==> config.mk <==
export PLATFORM = sky130hd
export DESIGN_NAME = gated_window_average_3ch_flat
export DESIGN_NICKNAME = d
export VERILOG_FILES = /design/src/rtl/core/gwa_pkg.sv /design/src/rtl/core/gwa_ifs.sv /design/src/rtl/core/gwa_ram.sv /design/src/rtl/core/gwa_div.sv /design/src/rtl/core/gwa_lane.sv /design/src/rtl/core/gated_window_average_3ch.sv /design/src/flat_wrapper.sv
export VERILOG_INCLUDE_DIRS = /design/src /design/src/rtl/core
export SDC_FILE = /design/constraint.sdc
export NUM_CORES = 2
export LEC_CHECK = 0
export BUFFER_PORTS_ARGS = -buffer_cell sky130_fd_sc_hd__buf_4
export CAP_MARGIN = 10
export CORE_ASPECT_RATIO = 0.8
export CORE_MARGIN = 4
export CORE_UTILIZATION = 42
export CTS_CLUSTER_SIZE = 40
export DETAILED_ROUTE_END_ITERATION = 8
export PLACE_DENSITY = 0.6
export SYNTH_ARGS = -nofsm -noshare
export SYNTH_HDL_FRONTEND = slang
export SYNTH_HIERARCHICAL = 1
export SYNTH_SLANG_ARGS = --single-unit
==> constraint.sdc <==
create_clock -name clock -period 8.8 [get_ports clock]
set_clock_uncertainty 0.15 [all_clocks]
set_input_delay 1.76 -clock clock [delete_from_list [all_inputs] [get_ports clock]]
set_output_delay 1.76 -clock clock [all_outputs]
set_load 0.01 [all_outputs]
==> src/rtl/core/assert_macros.svh <==
// ----------------------------------------------------------------------------
// Assertion macros
// Shared concurrent assertion helpers, compiled out for synthesis.
// ----------------------------------------------------------------------------
`ifndef ASSERT_MACROS_SVH
`define ASSERT_MACROS_SVH
`ifndef SYNTHESIS
`define ASSERT_PROP(name, clk, rst, prop) \
   name: assert property (@(posedge clk) disable iff (rst) prop) \
      else $error("assertion failed");
`define ASSERT_NEVER(name, clk, rst, expr) \
   name: assert property (@(posedge clk) disable iff (rst) !(expr)) \
      else $error("forbidden condition seen");
`else
`define ASSERT_PROP(name, clk, rst, prop)
`define ASSERT_NEVER(name, clk, rst, expr)
`endif
`endif

==> src/rtl/core/gwa_pkg.sv <==
// ----------------------------------------------------------------------------
// gwa_pkg
// Types and constants of the gated window averager.
// ----------------------------------------------------------------------------
`default_nettype none
package gwa_pkg;
   localparam int WINDOW_MAX_DEF = 16;
   localparam int TIME_W         = 32;
   localparam int TEMP_W         = 15;
   localparam int PRES_W         = 17;
   localparam int HUMI_W         = 17;
   localparam int WL_W           = 5;
   localparam int MIN_W          = 16;
   localparam int CSR_W          = 16;
   localparam int CSR_IDX_W      = 1;
   localparam int TEMP_INVALID   = -5000;
   localparam int TEMP_LIMIT     = -5000;
   localparam int WL_RESET       = 16;
   localparam int MIN_RESET      = 200;

   localparam logic [CSR_IDX_W-1:0] REG_WINDOW_LENGTH = 1'd0;
   localparam logic [CSR_IDX_W-1:0] REG_MIN_INTERVAL  = 1'd1;

   typedef struct packed {
      logic clear;
      logic commit;
      logic start;
   } lane_ctl_type;
endpackage
`default_nettype wire

==> src/rtl/core/gwa_ifs.sv <==
// ----------------------------------------------------------------------------
// gwa channel interfaces
// Request and response channels, valid/ready with payload.
// ----------------------------------------------------------------------------
`default_nettype none
interface gwa_req_if;
   logic                                valid;
   logic                                ready;
   logic [gwa_pkg::TIME_W-1:0]          now_ms;
   logic signed [gwa_pkg::TEMP_W-1:0]   sample_temperature;
   logic [gwa_pkg::PRES_W-1:0]          sample_pressure;
   logic [gwa_pkg::HUMI_W-1:0]          sample_humidity;
   modport source (output valid, now_ms, sample_temperature, sample_pressure,
                   sample_humidity, input ready);
   modport sink (input valid, now_ms, sample_temperature, sample_pressure,
                 sample_humidity, output ready);
endinterface

interface gwa_rsp_if;
   logic                                valid;
   logic                                ready;
   logic                                stored;
   logic signed [gwa_pkg::TEMP_W-1:0]   oldest_temperature;
   logic signed [gwa_pkg::TEMP_W-1:0]   avg_temperature;
   logic [gwa_pkg::PRES_W-1:0]          avg_pressure;
   logic [gwa_pkg::HUMI_W-1:0]          avg_humidity;
   logic                                temperature_ok;
   logic                                pressure_ok;
   logic                                humidity_ok;
   modport source (output valid, stored, oldest_temperature, avg_temperature,
                   avg_pressure, avg_humidity, temperature_ok, pressure_ok,
                   humidity_ok, input ready);
   modport sink (input valid, stored, oldest_temperature, avg_temperature,
                 avg_pressure, avg_humidity, temperature_ok, pressure_ok,
                 humidity_ok, output ready);
endinterface
`default_nettype wire

==> src/rtl/core/gwa_ram.sv <==
// ----------------------------------------------------------------------------
// gwa_ram
// Generic one-write, one-read RAM with registered read data.
// ----------------------------------------------------------------------------
`default_nettype none
module gwa_ram #(
   parameter int WIDTH = 8,
   parameter int DEPTH = 16,
   parameter int ADDR_W = (DEPTH > 1) ? $clog2(DEPTH) : 1
) (
   input  wire logic              clock,
   input  wire logic              wr_en,
   input  wire logic [ADDR_W-1:0] wr_addr,
   input  wire logic [WIDTH-1:0]  wr_data,
   input  wire logic [ADDR_W-1:0] rd_addr,
   output logic      [WIDTH-1:0]  rd_data
);
   logic [WIDTH-1:0] mem [DEPTH];
   logic [WIDTH-1:0] rd_data_ff;

   always_ff @(posedge clock) begin
      if (wr_en) begin
         mem[wr_addr] <= wr_data;
      end
      rd_data_ff <= mem[rd_addr];
   end

   assign rd_data = rd_data_ff;
endmodule
`default_nettype wire

==> src/rtl/core/gwa_div.sv <==
// ----------------------------------------------------------------------------
// gwa_div
// Restoring unsigned divider, one quotient bit per cycle.
// ----------------------------------------------------------------------------
`default_nettype none
module gwa_div #(
   parameter int SUM_W = 21,
   parameter int CNT_W = 5
) (
   input  wire logic             clock,
   input  wire logic             reset,
   input  wire logic             start,
   input  wire logic [SUM_W-1:0] dividend,
   input  wire logic [CNT_W-1:0] divisor,
   output logic      [SUM_W-1:0] quotient,
   output logic                  done
);
   localparam int STEP_W = $clog2(SUM_W + 1);

   logic [CNT_W-1:0]  rem_ff, rem_in;
   logic [SUM_W-1:0]  quo_ff, quo_in;
   logic [CNT_W-1:0]  dvs_ff, dvs_in;
   logic [STEP_W-1:0] step_ff, step_in;
   logic              done_ff, done_in;
   logic [CNT_W:0]    rem_sh;
   logic [CNT_W:0]    rem_sub;
   logic              ge;

   always_comb begin
      rem_sh  = {rem_ff, quo_ff[SUM_W-1]};
      ge      = rem_sh >= {1'b0, dvs_ff};
      rem_sub = rem_sh - {1'b0, dvs_ff};
      rem_in  = rem_ff;
      quo_in  = quo_ff;
      dvs_in  = dvs_ff;
      step_in = step_ff;
      done_in = done_ff;
      if (start) begin
         rem_in  = '0;
         quo_in  = dividend;
         dvs_in  = divisor;
         step_in = STEP_W'(SUM_W);
         done_in = 1'b0;
      end else if (step_ff != '0) begin
         rem_in  = ge ? rem_sub[CNT_W-1:0] : rem_sh[CNT_W-1:0];
         quo_in  = {quo_ff[SUM_W-2:0], ge};
         step_in = step_ff - 1'b1;
         done_in = (step_ff == STEP_W'(1));
      end
   end

   always_ff @(posedge clock) begin
      if (reset) begin
         step_ff <= '0;
         done_ff <= 1'b0;
      end else begin
         step_ff <= step_in;
         done_ff <= done_in;
      end
      rem_ff <= rem_in;
      quo_ff <= quo_in;
      dvs_ff <= dvs_in;
   end

   assign quotient = quo_ff;
   assign done     = done_ff;
endmodule
`default_nettype wire

==> src/rtl/core/gwa_lane.sv <==
// ----------------------------------------------------------------------------
// gwa_lane
// One channel: ring store, running sum and count of valid entries, divider.
// ----------------------------------------------------------------------------
`default_nettype none
module gwa_lane #(
   parameter int DATA_W     = 17,
   parameter bit IS_SIGNED  = 1'b0,
   parameter int RESET_VAL  = 0,
   parameter int LIMIT      = 0,
   parameter int WINDOW_MAX = gwa_pkg::WINDOW_MAX_DEF,
   parameter int SLOT_W     = (WINDOW_MAX > 1) ? $clog2(WINDOW_MAX) : 1
) (
   input  wire logic                 clock,
   input  wire logic                 reset,
   input  wire gwa_pkg::lane_ctl_type ctl,
   input  wire logic [SLOT_W-1:0]    slot,
   input  wire logic [DATA_W-1:0]    sample,
   output logic      [DATA_W-1:0]    head,
   output logic      [DATA_W-1:0]    avg,
   output logic                      ok,
   output logic                      done
);
   localparam int CNT_W = $clog2(WINDOW_MAX + 1);
   localparam int SUM_W = DATA_W + $clog2(WINDOW_MAX) + 1;
   localparam logic [DATA_W-1:0]        RST_V = DATA_W'(RESET_VAL);
   localparam logic signed [DATA_W:0]   LIM_V = (DATA_W+1)'(LIMIT);

   logic [WINDOW_MAX-1:0] valid_ff, valid_in;
   logic                  rd_valid_ff;
   logic [DATA_W-1:0]     ram_q;
   logic [SUM_W-1:0]      sum_ff, sum_in;
   logic [CNT_W-1:0]      cnt_ff, cnt_in;
   logic [SUM_W-1:0]      old_ext, new_ext, mag, quo, quo_s;
   logic                  old_ok, new_ok, neg;

   function automatic logic entry_ok(input logic [DATA_W-1:0] x);
      logic signed [DATA_W:0] e;
      e = {(IS_SIGNED ? x[DATA_W-1] : 1'b0), x};
      return e > LIM_V;
   endfunction

   function automatic logic [SUM_W-1:0] extend(input logic [DATA_W-1:0] x);
      logic s;
      s = IS_SIGNED ? x[DATA_W-1] : 1'b0;
      return {{(SUM_W-DATA_W){s}}, x};
   endfunction

   gwa_ram #(.WIDTH(DATA_W), .DEPTH(WINDOW_MAX), .ADDR_W(SLOT_W)) u_ring (
      .clock   (clock),
      .wr_en   (ctl.commit),
      .wr_addr (slot),
      .wr_data (sample),
      .rd_addr (slot),
      .rd_data (ram_q)
   );

   assign head = rd_valid_ff ? ram_q : RST_V;

   always_comb begin
      old_ok  = entry_ok(head);
      new_ok  = entry_ok(sample);
      old_ext = old_ok ? extend(head) : '0;
      new_ext = new_ok ? extend(sample) : '0;
      sum_in  = sum_ff;
      cnt_in  = cnt_ff;
      valid_in = valid_ff;
      if (ctl.clear) begin
         sum_in   = '0;
         cnt_in   = '0;
         valid_in = '0;
      end else if (ctl.commit) begin
         sum_in = sum_ff - old_ext + new_ext;
         cnt_in = cnt_ff - CNT_W'(old_ok) + CNT_W'(new_ok);
         valid_in[slot] = 1'b1;
      end
   end

   always_ff @(posedge clock) begin
      if (reset) begin
         valid_ff    <= '0;
         rd_valid_ff <= 1'b0;
         sum_ff      <= '0;
         cnt_ff      <= '0;
      end else begin
         valid_ff    <= valid_in;
         rd_valid_ff <= valid_ff[slot];
         sum_ff      <= sum_in;
         cnt_ff      <= cnt_in;
      end
   end

   assign neg = IS_SIGNED && sum_ff[SUM_W-1];
   assign mag = neg ? (~sum_ff + 1'b1) : sum_ff;

   gwa_div #(.SUM_W(SUM_W), .CNT_W(CNT_W)) u_div (
      .clock    (clock),
      .reset    (reset),
      .start    (ctl.start),
      .dividend (mag),
      .divisor  (cnt_ff),
      .quotient (quo),
      .done     (done)
   );

   assign quo_s = neg ? (~quo + 1'b1) : quo;
   assign ok    = cnt_ff != '0;
   assign avg   = ok ? quo_s[DATA_W-1:0] : '0;
endmodule
`default_nettype wire

==> src/rtl/core/gated_window_average_3ch.sv <==
// ----------------------------------------------------------------------------
// gated_window_average_3ch
// Time-gated windowed averager for temperature, pressure and humidity.
// ----------------------------------------------------------------------------
// One request beat yields one response beat. A beat is stored when more than
// min_interval_ms has passed since the last stored one; each channel lane
// keeps its own ring, running sum and valid count, and divides bit-serially.
// Each item passes through the LOOKUP, PEEK, DIVIDE and DELIVER states; the
// DIVIDE state lasts until the restoring divider of the widest lane is done,
// and the three lanes divide in parallel. The response is registered on
// leaving DELIVER, and a stalled response holds the next one.
// A new request is taken once the previous response is loaded.
// Rings are empty after reset and after every window_length write.
`default_nettype none
module gated_window_average_3ch #(
   parameter int WINDOW_MAX = gwa_pkg::WINDOW_MAX_DEF
) (
   input  wire logic                          clock,
   input  wire logic                          reset,
   gwa_req_if.sink                            req_chan,
   gwa_rsp_if.source                          rsp_chan,
   input  wire logic                          csr_wr_en,
   input  wire logic [gwa_pkg::CSR_IDX_W-1:0] csr_index,
   input  wire logic [gwa_pkg::CSR_W-1:0]     csr_data
);
   localparam int SLOT_W = (WINDOW_MAX > 1) ? $clog2(WINDOW_MAX) : 1;
   localparam int WL_START = (gwa_pkg::WL_RESET > WINDOW_MAX) ? WINDOW_MAX :
                             gwa_pkg::WL_RESET;

   localparam logic [2:0] ST_IDLE    = 3'd0;
   localparam logic [2:0] ST_LOOKUP  = 3'd1;
   localparam logic [2:0] ST_PEEK    = 3'd2;
   localparam logic [2:0] ST_DIVIDE  = 3'd3;
   localparam logic [2:0] ST_DELIVER = 3'd4;

   logic [2:0]                      state_ff, state_in;
   logic [gwa_pkg::WL_W-1:0]        wl_ff, wl_in, wl_wr;
   logic [gwa_pkg::MIN_W-1:0]       min_ff, min_in;
   logic [SLOT_W-1:0]               slot_ff, slot_in;
   logic [SLOT_W:0]                 slot_inc;
   logic [gwa_pkg::TIME_W-1:0]      last_ff, last_in, now_ff, now_in;
   logic                            gate_ff, gate_in;
   logic [gwa_pkg::TEMP_W-1:0]      temp_ff, temp_in;
   logic [gwa_pkg::PRES_W-1:0]      pres_ff, pres_in;
   logic [gwa_pkg::HUMI_W-1:0]      humi_ff, humi_in;
   logic                            rsp_valid_ff, rsp_valid_in;
   logic                            stored_ff;
   logic [gwa_pkg::TEMP_W-1:0]      oldest_ff, tavg_ff;
   logic [gwa_pkg::PRES_W-1:0]      pavg_ff;
   logic [gwa_pkg::HUMI_W-1:0]      havg_ff;
   logic                            tok_ff, pok_ff, hok_ff;
   logic                            accept, load, wl_write, all_done;
   gwa_pkg::lane_ctl_type           ctl;
   logic [gwa_pkg::TEMP_W-1:0]      t_head, t_avg;
   logic [gwa_pkg::PRES_W-1:0]      p_head, p_avg;
   logic [gwa_pkg::HUMI_W-1:0]      h_head, h_avg;
   logic                            t_ok, p_ok, h_ok, t_done, p_done, h_done;

   assign req_chan.ready = (state_ff == ST_IDLE);
   assign accept   = req_chan.valid && (state_ff == ST_IDLE);
   assign all_done = t_done && p_done && h_done;
   assign load     = (state_ff == ST_DELIVER) && (!rsp_valid_ff || rsp_chan.ready);
   assign wl_write = csr_wr_en && (csr_index == gwa_pkg::REG_WINDOW_LENGTH);

   assign ctl.clear  = wl_write;
   assign ctl.commit = (state_ff == ST_LOOKUP) && gate_ff;
   assign ctl.start  = (state_ff == ST_PEEK);

   always_comb begin
      if (csr_data[gwa_pkg::WL_W-1:0] == '0) begin
         wl_wr = gwa_pkg::WL_W'(1);
      end else if (int'(csr_data[gwa_pkg::WL_W-1:0]) > WINDOW_MAX) begin
         wl_wr = gwa_pkg::WL_W'(WINDOW_MAX);
      end else begin
         wl_wr = csr_data[gwa_pkg::WL_W-1:0];
      end
   end

   always_comb begin
      state_in = state_ff;
      wl_in    = wl_ff;
      min_in   = min_ff;
      slot_in  = slot_ff;
      last_in  = last_ff;
      now_in   = now_ff;
      gate_in  = gate_ff;
      temp_in  = temp_ff;
      pres_in  = pres_ff;
      humi_in  = humi_ff;
      slot_inc = {1'b0, slot_ff} + 1'b1;
      if (wl_write) begin
         wl_in   = wl_wr;
         slot_in = '0;
      end
      if (csr_wr_en && (csr_index == gwa_pkg::REG_MIN_INTERVAL)) begin
         min_in = csr_data[gwa_pkg::MIN_W-1:0];
      end
      unique case (state_ff)
         ST_IDLE: begin
            if (accept) begin
               now_in   = req_chan.now_ms;
               gate_in  = (req_chan.now_ms - last_ff) >
                          {{(gwa_pkg::TIME_W-gwa_pkg::MIN_W){1'b0}}, min_ff};
               temp_in  = req_chan.sample_temperature;
               pres_in  = req_chan.sample_pressure;
               humi_in  = req_chan.sample_humidity;
               state_in = ST_LOOKUP;
            end
         end
         ST_LOOKUP: begin
            if (gate_ff) begin
               last_in = now_ff;
               slot_in = (int'(slot_inc) >= int'(wl_ff)) ? '0 : slot_inc[SLOT_W-1:0];
            end
            state_in = ST_PEEK;
         end
         ST_PEEK: begin
            state_in = ST_DIVIDE;
         end
         ST_DIVIDE: begin
            if (all_done) begin
               state_in = ST_DELIVER;
            end
         end
         ST_DELIVER: begin
            if (load) begin
               state_in = ST_IDLE;
            end
         end
         default: begin
            state_in = ST_IDLE;
         end
      endcase
   end

   assign rsp_valid_in = load ? 1'b1 : (rsp_chan.ready ? 1'b0 : rsp_valid_ff);

   always_ff @(posedge clock) begin
      if (reset) begin
         state_ff     <= ST_IDLE;
         wl_ff        <= gwa_pkg::WL_W'(WL_START);
         min_ff       <= gwa_pkg::MIN_W'(gwa_pkg::MIN_RESET);
         slot_ff      <= '0;
         last_ff      <= '0;
         gate_ff      <= 1'b0;
         rsp_valid_ff <= 1'b0;
      end else begin
         state_ff     <= state_in;
         wl_ff        <= wl_in;
         min_ff       <= min_in;
         slot_ff      <= slot_in;
         last_ff      <= last_in;
         gate_ff      <= gate_in;
         rsp_valid_ff <= rsp_valid_in;
      end
      now_ff  <= now_in;
      temp_ff <= temp_in;
      pres_ff <= pres_in;
      humi_ff <= humi_in;
      if (load) begin
         stored_ff <= gate_ff;
         oldest_ff <= t_head;
         tavg_ff   <= t_avg;
         pavg_ff   <= p_avg;
         havg_ff   <= h_avg;
         tok_ff    <= t_ok;
         pok_ff    <= p_ok;
         hok_ff    <= h_ok;
      end
   end

   gwa_lane #(
      .DATA_W(gwa_pkg::TEMP_W), .IS_SIGNED(1'b1), .RESET_VAL(gwa_pkg::TEMP_INVALID),
      .LIMIT(gwa_pkg::TEMP_LIMIT), .WINDOW_MAX(WINDOW_MAX), .SLOT_W(SLOT_W)
   ) u_temp (
      .clock(clock), .reset(reset), .ctl(ctl), .slot(slot_ff), .sample(temp_ff),
      .head(t_head), .avg(t_avg), .ok(t_ok), .done(t_done)
   );

   gwa_lane #(
      .DATA_W(gwa_pkg::PRES_W), .IS_SIGNED(1'b0), .RESET_VAL(0),
      .LIMIT(0), .WINDOW_MAX(WINDOW_MAX), .SLOT_W(SLOT_W)
   ) u_pres (
      .clock(clock), .reset(reset), .ctl(ctl), .slot(slot_ff), .sample(pres_ff),
      .head(p_head), .avg(p_avg), .ok(p_ok), .done(p_done)
   );

   gwa_lane #(
      .DATA_W(gwa_pkg::HUMI_W), .IS_SIGNED(1'b0), .RESET_VAL(0),
      .LIMIT(0), .WINDOW_MAX(WINDOW_MAX), .SLOT_W(SLOT_W)
   ) u_humi (
      .clock(clock), .reset(reset), .ctl(ctl), .slot(slot_ff), .sample(humi_ff),
      .head(h_head), .avg(h_avg), .ok(h_ok), .done(h_done)
   );

   // heads of pressure and humidity rings only feed their own lane updates
   logic unused_heads;
   assign unused_heads = ^{p_head, h_head};

   assign rsp_chan.valid              = rsp_valid_ff;
   assign rsp_chan.stored             = stored_ff;
   assign rsp_chan.oldest_temperature = oldest_ff;
   assign rsp_chan.avg_temperature    = tavg_ff;
   assign rsp_chan.avg_pressure       = pavg_ff;
   assign rsp_chan.avg_humidity       = havg_ff;
   assign rsp_chan.temperature_ok     = tok_ff;
   assign rsp_chan.pressure_ok        = pok_ff;
   assign rsp_chan.humidity_ok        = hok_ff;

   `include "assert_macros.svh"

   `ASSERT_PROP(a_slot_in_window, clock, reset, int'(slot_ff) < int'(wl_ff))
   `ASSERT_PROP(a_accept_to_lookup, clock, reset, accept |=> state_ff == ST_LOOKUP)
   `ASSERT_PROP(a_rsp_from_deliver, clock, reset,
                $rose(rsp_valid_ff) |-> $past(state_ff) == ST_DELIVER)
endmodule
`default_nettype wire

==> src/flat_wrapper.sv <==
// flat-port wrapper written by rule: the top's interface ports become plain ports
module gated_window_average_3ch_flat 
#(
   parameter int WINDOW_MAX = gwa_pkg::WINDOW_MAX_DEF
)
  (clock, reset, csr_wr_en, csr_index, csr_data, req_chan_valid, req_chan_now_ms, req_chan_sample_temperature, req_chan_sample_pressure, req_chan_sample_humidity, req_chan_ready, rsp_chan_valid, rsp_chan_stored, rsp_chan_oldest_temperature, rsp_chan_avg_temperature, rsp_chan_avg_pressure, rsp_chan_avg_humidity, rsp_chan_temperature_ok, rsp_chan_pressure_ok, rsp_chan_humidity_ok, rsp_chan_ready);
  gwa_req_if req_chan_i ();
  gwa_rsp_if rsp_chan_i ();
  input  wire logic clock;
  input  wire logic reset;
  input  wire logic csr_wr_en;
  input  wire logic [gwa_pkg::CSR_IDX_W-1:0] csr_index;
  input  wire logic [gwa_pkg::CSR_W-1:0] csr_data;
  input wire logic [$bits(req_chan_i.valid)-1:0] req_chan_valid;
  input wire logic [$bits(req_chan_i.now_ms)-1:0] req_chan_now_ms;
  input wire logic [$bits(req_chan_i.sample_temperature)-1:0] req_chan_sample_temperature;
  input wire logic [$bits(req_chan_i.sample_pressure)-1:0] req_chan_sample_pressure;
  input wire logic [$bits(req_chan_i.sample_humidity)-1:0] req_chan_sample_humidity;
  output wire logic [$bits(req_chan_i.ready)-1:0] req_chan_ready;
  output wire logic [$bits(rsp_chan_i.valid)-1:0] rsp_chan_valid;
  output wire logic [$bits(rsp_chan_i.stored)-1:0] rsp_chan_stored;
  output wire logic [$bits(rsp_chan_i.oldest_temperature)-1:0] rsp_chan_oldest_temperature;
  output wire logic [$bits(rsp_chan_i.avg_temperature)-1:0] rsp_chan_avg_temperature;
  output wire logic [$bits(rsp_chan_i.avg_pressure)-1:0] rsp_chan_avg_pressure;
  output wire logic [$bits(rsp_chan_i.avg_humidity)-1:0] rsp_chan_avg_humidity;
  output wire logic [$bits(rsp_chan_i.temperature_ok)-1:0] rsp_chan_temperature_ok;
  output wire logic [$bits(rsp_chan_i.pressure_ok)-1:0] rsp_chan_pressure_ok;
  output wire logic [$bits(rsp_chan_i.humidity_ok)-1:0] rsp_chan_humidity_ok;
  input wire logic [$bits(rsp_chan_i.ready)-1:0] rsp_chan_ready;
  assign req_chan_i.valid = req_chan_valid;
  assign req_chan_i.now_ms = req_chan_now_ms;
  assign req_chan_i.sample_temperature = req_chan_sample_temperature;
  assign req_chan_i.sample_pressure = req_chan_sample_pressure;
  assign req_chan_i.sample_humidity = req_chan_sample_humidity;
  assign req_chan_ready = req_chan_i.ready;
  assign rsp_chan_valid = rsp_chan_i.valid;
  assign rsp_chan_stored = rsp_chan_i.stored;
  assign rsp_chan_oldest_temperature = rsp_chan_i.oldest_temperature;
  assign rsp_chan_avg_temperature = rsp_chan_i.avg_temperature;
  assign rsp_chan_avg_pressure = rsp_chan_i.avg_pressure;
  assign rsp_chan_avg_humidity = rsp_chan_i.avg_humidity;
  assign rsp_chan_temperature_ok = rsp_chan_i.temperature_ok;
  assign rsp_chan_pressure_ok = rsp_chan_i.pressure_ok;
  assign rsp_chan_humidity_ok = rsp_chan_i.humidity_ok;
  assign rsp_chan_i.ready = rsp_chan_ready;
  gated_window_average_3ch #(.WINDOW_MAX(WINDOW_MAX)) u_core (.clock(clock), .reset(reset), .req_chan(req_chan_i), .rsp_chan(rsp_chan_i), .csr_wr_en(csr_wr_en), .csr_index(csr_index), .csr_data(csr_data));
endmodule
======== Word-level counts from Yosys, hierarchy flattened ========
Memory sizes are Yosys's and may differ from the RTL's. A register that Yosys moved wholly into a read port is not among the register bits.
Cells that the tools add are included.
word-level totals
  memories ................................ 3
  bits in registers ....................... 453
  bits in writable memories ............... 784
memories
  name                      words  width  read ports  clocked after Yosys merged registers in  wr ports  RTL line       source
  u_core.u_humi.u_ring.mem  16     17     1           1                                        1         gwa_ram.sv:18  logic [WIDTH-1:0] mem [DEPTH];
  u_core.u_pres.u_ring.mem  16     17     1           1                                        1         gwa_ram.sv:18
  u_core.u_temp.u_ring.mem  16     15     1           1                                        1         gwa_ram.sv:18
operators by class
  reduce and logical (&&, ||, !) cells .... 27
  mux-type cells .......................... 48
  bitwise logic cells ..................... 6
  magnitude comparators ................... 14
  add/subtract/negate cells ............... 22
  equal/unequal tests ..................... 10
operator list
  kind                     count
  $mux W17                 6
  $mux W20                 5
  $mux W22                 4
  $gt A17 B1 Y1 const B    4
  $mux W5                  11
  $or A16 B16 Y16          3
  $add A22 B17 Y22         2
  $sub A22 B17 Y22         2
  $gt A32 B16 Y1           1
  $sub A32 B32 Y32         1
  $gt A15 B14 Y1 const B   2
  $mux W15                 2
  $reduce_bool A5 Y1       6
  $add A20 B1 Y20 const B  1
  $add A20 B20 Y20         1
  $not A20 Y20             1
  $sub A20 B20 Y20         1
  $ge A6 B5 Y1             3
  $mux W4                  4
  $add A15 B1 Y15 const B  1
  $add A5 B1 Y5            3
  $eq A5 B1 Y1 const B     3
  $not A15 Y15             1
  $pmux W3 S5              1
  other kinds (26)         58

======== Depth between registers and ports, before layout ========
  depth after elaboration ................. 5
  depth in mapped cells ................... 20
  gate-level depth less buffers ........... 20

======== By module ========
The synthesis kept the hierarchy.
by module, submodules not included
  module                               sequential area each (um^2)  times used  area each (um^2)  cells each
  gwa_ram at u_core.u_humi.u_ring ...  8508.2                       2           10637.7           458
  gwa_ram at u_core.u_temp.u_ring      7507.2                       1           9446.6            406
  gated_window_average_3ch             5715.5                       1           9171.3            788
  gwa_lane at u_core.u_humi ...        880.8                        2           3961.3            498
  gwa_lane at u_core.u_temp            840.8                        1           4250.3            541
  gwa_div at u_core.u_humi.u_div ...   1031.0                       2           1806.7            137
  gwa_div at u_core.u_temp.u_div       970.9                        1           1742.9            131

======== Worst setup path after synthesis ========
OpenSTA, ideal clock, no wires.
  path kind ............................... input-to-reg
  start point ............................. input port req_chan_now_ms[0]
  end point ............................... register u_core.gate_ff
  data required time ...................... 8530 ps
  library setup time ...................... 120 ps
  arrival ................................. 4950 ps
  setup slack ............................. 3580 ps
  cell stages on the path ................. 17
  path through ............................ inv_1 > ha_1 > fa_1 > nor2b_1 > o2111ai_1 > nand2_1 > a31oi_2 > o21ai_1 > xor2_1 > ha_1 > nand4_1 > or4_1 > a21oi_1 > nand4_1 > nor4_2 > nand4_1 > o31a_1
on the way
  longest elaborated chain between the ends .. 2
ends and longest elaborated chain
  what                  RTL line                         source
  start, declared       flat_wrapper.sv:15               input wire logic [$bits(req_chan_i.now_ms)-1:0] req_chan_now_ms;
  $sub A32 B32 Y32      gated_window_average_3ch.sv:102  gate_in = (req_chan.now_ms - last_ff) >
  $gt A32 B16 Y1        gated_window_average_3ch.sv:102
  end signal, assigned  gated_window_average_3ch.sv:153  gate_ff <= gate_in;
  end, declared         gated_window_average_3ch.sv:42   logic gate_ff, gate_in;
Every way passes these cells.
A chain may end at the register's enable or synchronous reset.

======== Final worst setup path ========
Same ends and word-level chain as after synthesis.

==> flow_summary.json <==
{
  "status": "complete, no violations",
  "wl_mm": 129.5,
  "first_pass_iters": 6,
  "htree_levels": 4,
  "cap_violations": 0,
  "ant_nets": 0,
  "syn-cell-area_um2": 57420,
  "die_y_um": 338.7,
  "yosys_warnings": 6,
  "critPathRequiredTime_ps": 9300,
  "pin_count": 173,
  "cp.arrival_ps": 5470,
  "cts.sinks": 1286,
  "ctsHoldBuffers": 0,
  "grt_pass1_wl_mm": 201.3,
  "setup_viol": 0,
  "grt_pass1_vias": 33328,
  "die_x_um": 421.4,
  "start_util_pct": 42.24,
  "routedWlPerCell_um": 20.98,
  "drive_gt1_share_pct": 18.72,
  "vias_per_cell": 5.401,
  "relSlewSlack_pct": 17.97,
  "worstMarginPinSlew_ps": 1229,
  "synthToLayoutAreaGrowth_pct": 13.80,
  "clockBufferDepth": 3,
  "period_needed_ps": 4967,
  "antenna_found_initial": 2,
  "synth-seq-cells": 1286,
  "core-area_um2": 136000,
  "cts_buffers": 135,
  "place_ws_ps": 3079,
  "syn_inst": 4052,
  "fin_tns_setup_ps": 0,
  "final_common_cell": "edfxtp_1",
  "clock-root-buffer": "clkbuf_16",
  "pwr_density_cell_nw_per_um2": 272.8,
  "clkTransAtPathRegs_ps": 60,
  "cts_resized": 0,
  "critPathLaunchType": "input port",
  "grt_setup_unrepaired": "no",
  "vias": 33350,
  "synth_flop_cell": "edfxtp_1",
  "setup.worst_path.class": "input port to flip-flop",
  "dieArea_um2": 142700,
  "gp_congestion": 0.8394,
  "mostFrequentLayoutCells": "edfxtp_1, inv_1, dfxtp_1",
  "ir_drop_mv": 0.2237,
  "drc_errors": 0,
  "portBuffers": 172,
  "grt_overflow": 0,
  "ys_types": 107,
  "drt_iter0_drc": 2694,
  "final_nets": 4602,
  "fp-row-count": 121,
  "hp-class": "flip-flop to flip-flop",
  "drv_slew": 0,
  "finalHoldViolations": 0,
  "worst_setup_path_end_kind": "flip-flop",
  "clkLatencyLatePin_ps": 760,
  "cts_setup_buffers": 0,
  "p_leak_uw": 0.02266,
  "tritoncts": "done",
  "finalCritPeriodShare_pct": 56.44,
  "synth.avg_cell_area_um2": 14.17,
  "timing.hold.ws_ps": 302.4,
  "ys_seq_area_share_pct": 62.47,
  "synth_edf_count": 1012,
  "grt_max_degree": 122,
  "syn_nets": 4373,
  "critPathMaxFanout": 3,
  "grt_use_total_pct": 18.08,
  "fin_ws_ps": 3833,
  "place_hpwl_mm": 83.39,
  "async_flop_share_pct": 0,
  "fmaxAchievable_mhz": 201.3
}
-- synth_stat cells, types with 59 or more instances --
| master | number | area, um2 |
|---|---|---|
| nor3_1 | 59 | 295.3 |
| a22oi_1 | 102 | 765.7 |
| and2_1 | 93 | 581.8 |
| ha_1 | 158 | 1977 |
| mux4_2 | 189 | 4257 |
| edfxtp_1 | 1012 | 30390 |
| dfxtp_1 | 274 | 5485 |
| clkbuf_1 | 112 | 420.4 |
| fa_1 | 60 | 1201 |
| inv_1 | 329 | 1235 |
| nor2_1 | 237 | 889.6 |
| xnor2_1 | 79 | 691.9 |
| nand2_1 | 263 | 987.2 |
| a21oi_1 | 199 | 996.0 |
| o21ai_0 | 60 | 300.3 |
| nor2b_1 | 64 | 400.4 |
| mux2_2 | 64 | 720.7 |
-- flip-flops by register name (all words and copies together) (netlist names), 32 cells and up --
register and count:
u_core/u_humi/u_ring/mem 272, u_core/u_pres/u_ring/mem 272, u_core/u_temp/u_ring/mem 240, u_core/last_ff 32, u_core/now_ff 32
-- report_power, final --
group	internal [uW]	switching [uW]
Sequential	7460	462
Combinational	1830	2490
Clock	3250	2330
-- critical path, stage by stage --
cell       delay, ps
buf_4             90
inv_1             30
ha_1             220
fa_1             410
nor2b_1          180
o2111ai_1        160
nand2_1          180
a31oi_2          140
o21ai_1          310
xor2_1           110
ha_1             330
nand4_1          140
or4_1            550
a21oi_1          160
nand4_1          110
nor4_2           160
nand4_1          120
o31a_1           280
-- final cells by class --
type / count / area, um2
Sequential cell: 1286 / 35880
Timing Repair Buffer: 264 / 2007
Clock inverter: 60 / 558.0
Multi-Input combinational cell: 2264 / 19640
Fill cell: 11759 / 70610
Antenna cell: 1 / 2.502
Clock buffer: 187 / 3781
Tap cell: 1783 / 2231
Inverter: 330 / 1244
-- path summary, 6_finish.rpt --
check                                                from                  endpoint  slack (ps)  cells after the start
worst max-delay path                   req_chan_now_ms[0]            u_core/gate_ff        3830                     18
worst min register to register           u_core/min_ff[4]          u_core/min_ff[4]         300                      2
worst min-delay path                     u_core/min_ff[4]          u_core/min_ff[4]         300                      2
worst max register to register  u_core/u_temp/rd_valid_ff  u_core/u_temp/sum_ff[13]        4380                     15
-- stage by stage --
stage	std cells	cell area [um2]	utilization, %	power [uW]
floorplan	4052	57420	-	11120
global placement	5927	61010	44.87	12320
detailed placement	5927	61010	44.87	12370
CTS	6174	65350	48.06	18010
global route	6174	65350	48.06	18840
finish	6175	65350	48.07	17830
-- metal layers --
metal | part of all wire (%) | wire [um] | track usage, % | vias up
met2 | 45 | 57930 | 27.44 | 897
met1 | 47 | 61010 | 26.53 | 16677
met5 | 0.010 | 13 | 0 | -
met3 | 5.9 | 7694 | 3.578 | 182
li1 | - | - | - | 15592
met4 | 2.2 | 2894 | 5.130 | 2
-- logic make-up after synthesis --
kind of cell	after synthesis	share of synthesized area, %
adder cells (fa/ha/maj)	218	5.534
XOR/XNOR	115	1.754
buffers and inverters	502	3.641
AO/OA/AOI/OAI	633	7.480
multiplexers	325	10.55
flip-flops	1286	62.47
AND/OR/NAND/NOR	973	8.570
Power figures use the tool's default switching activity.
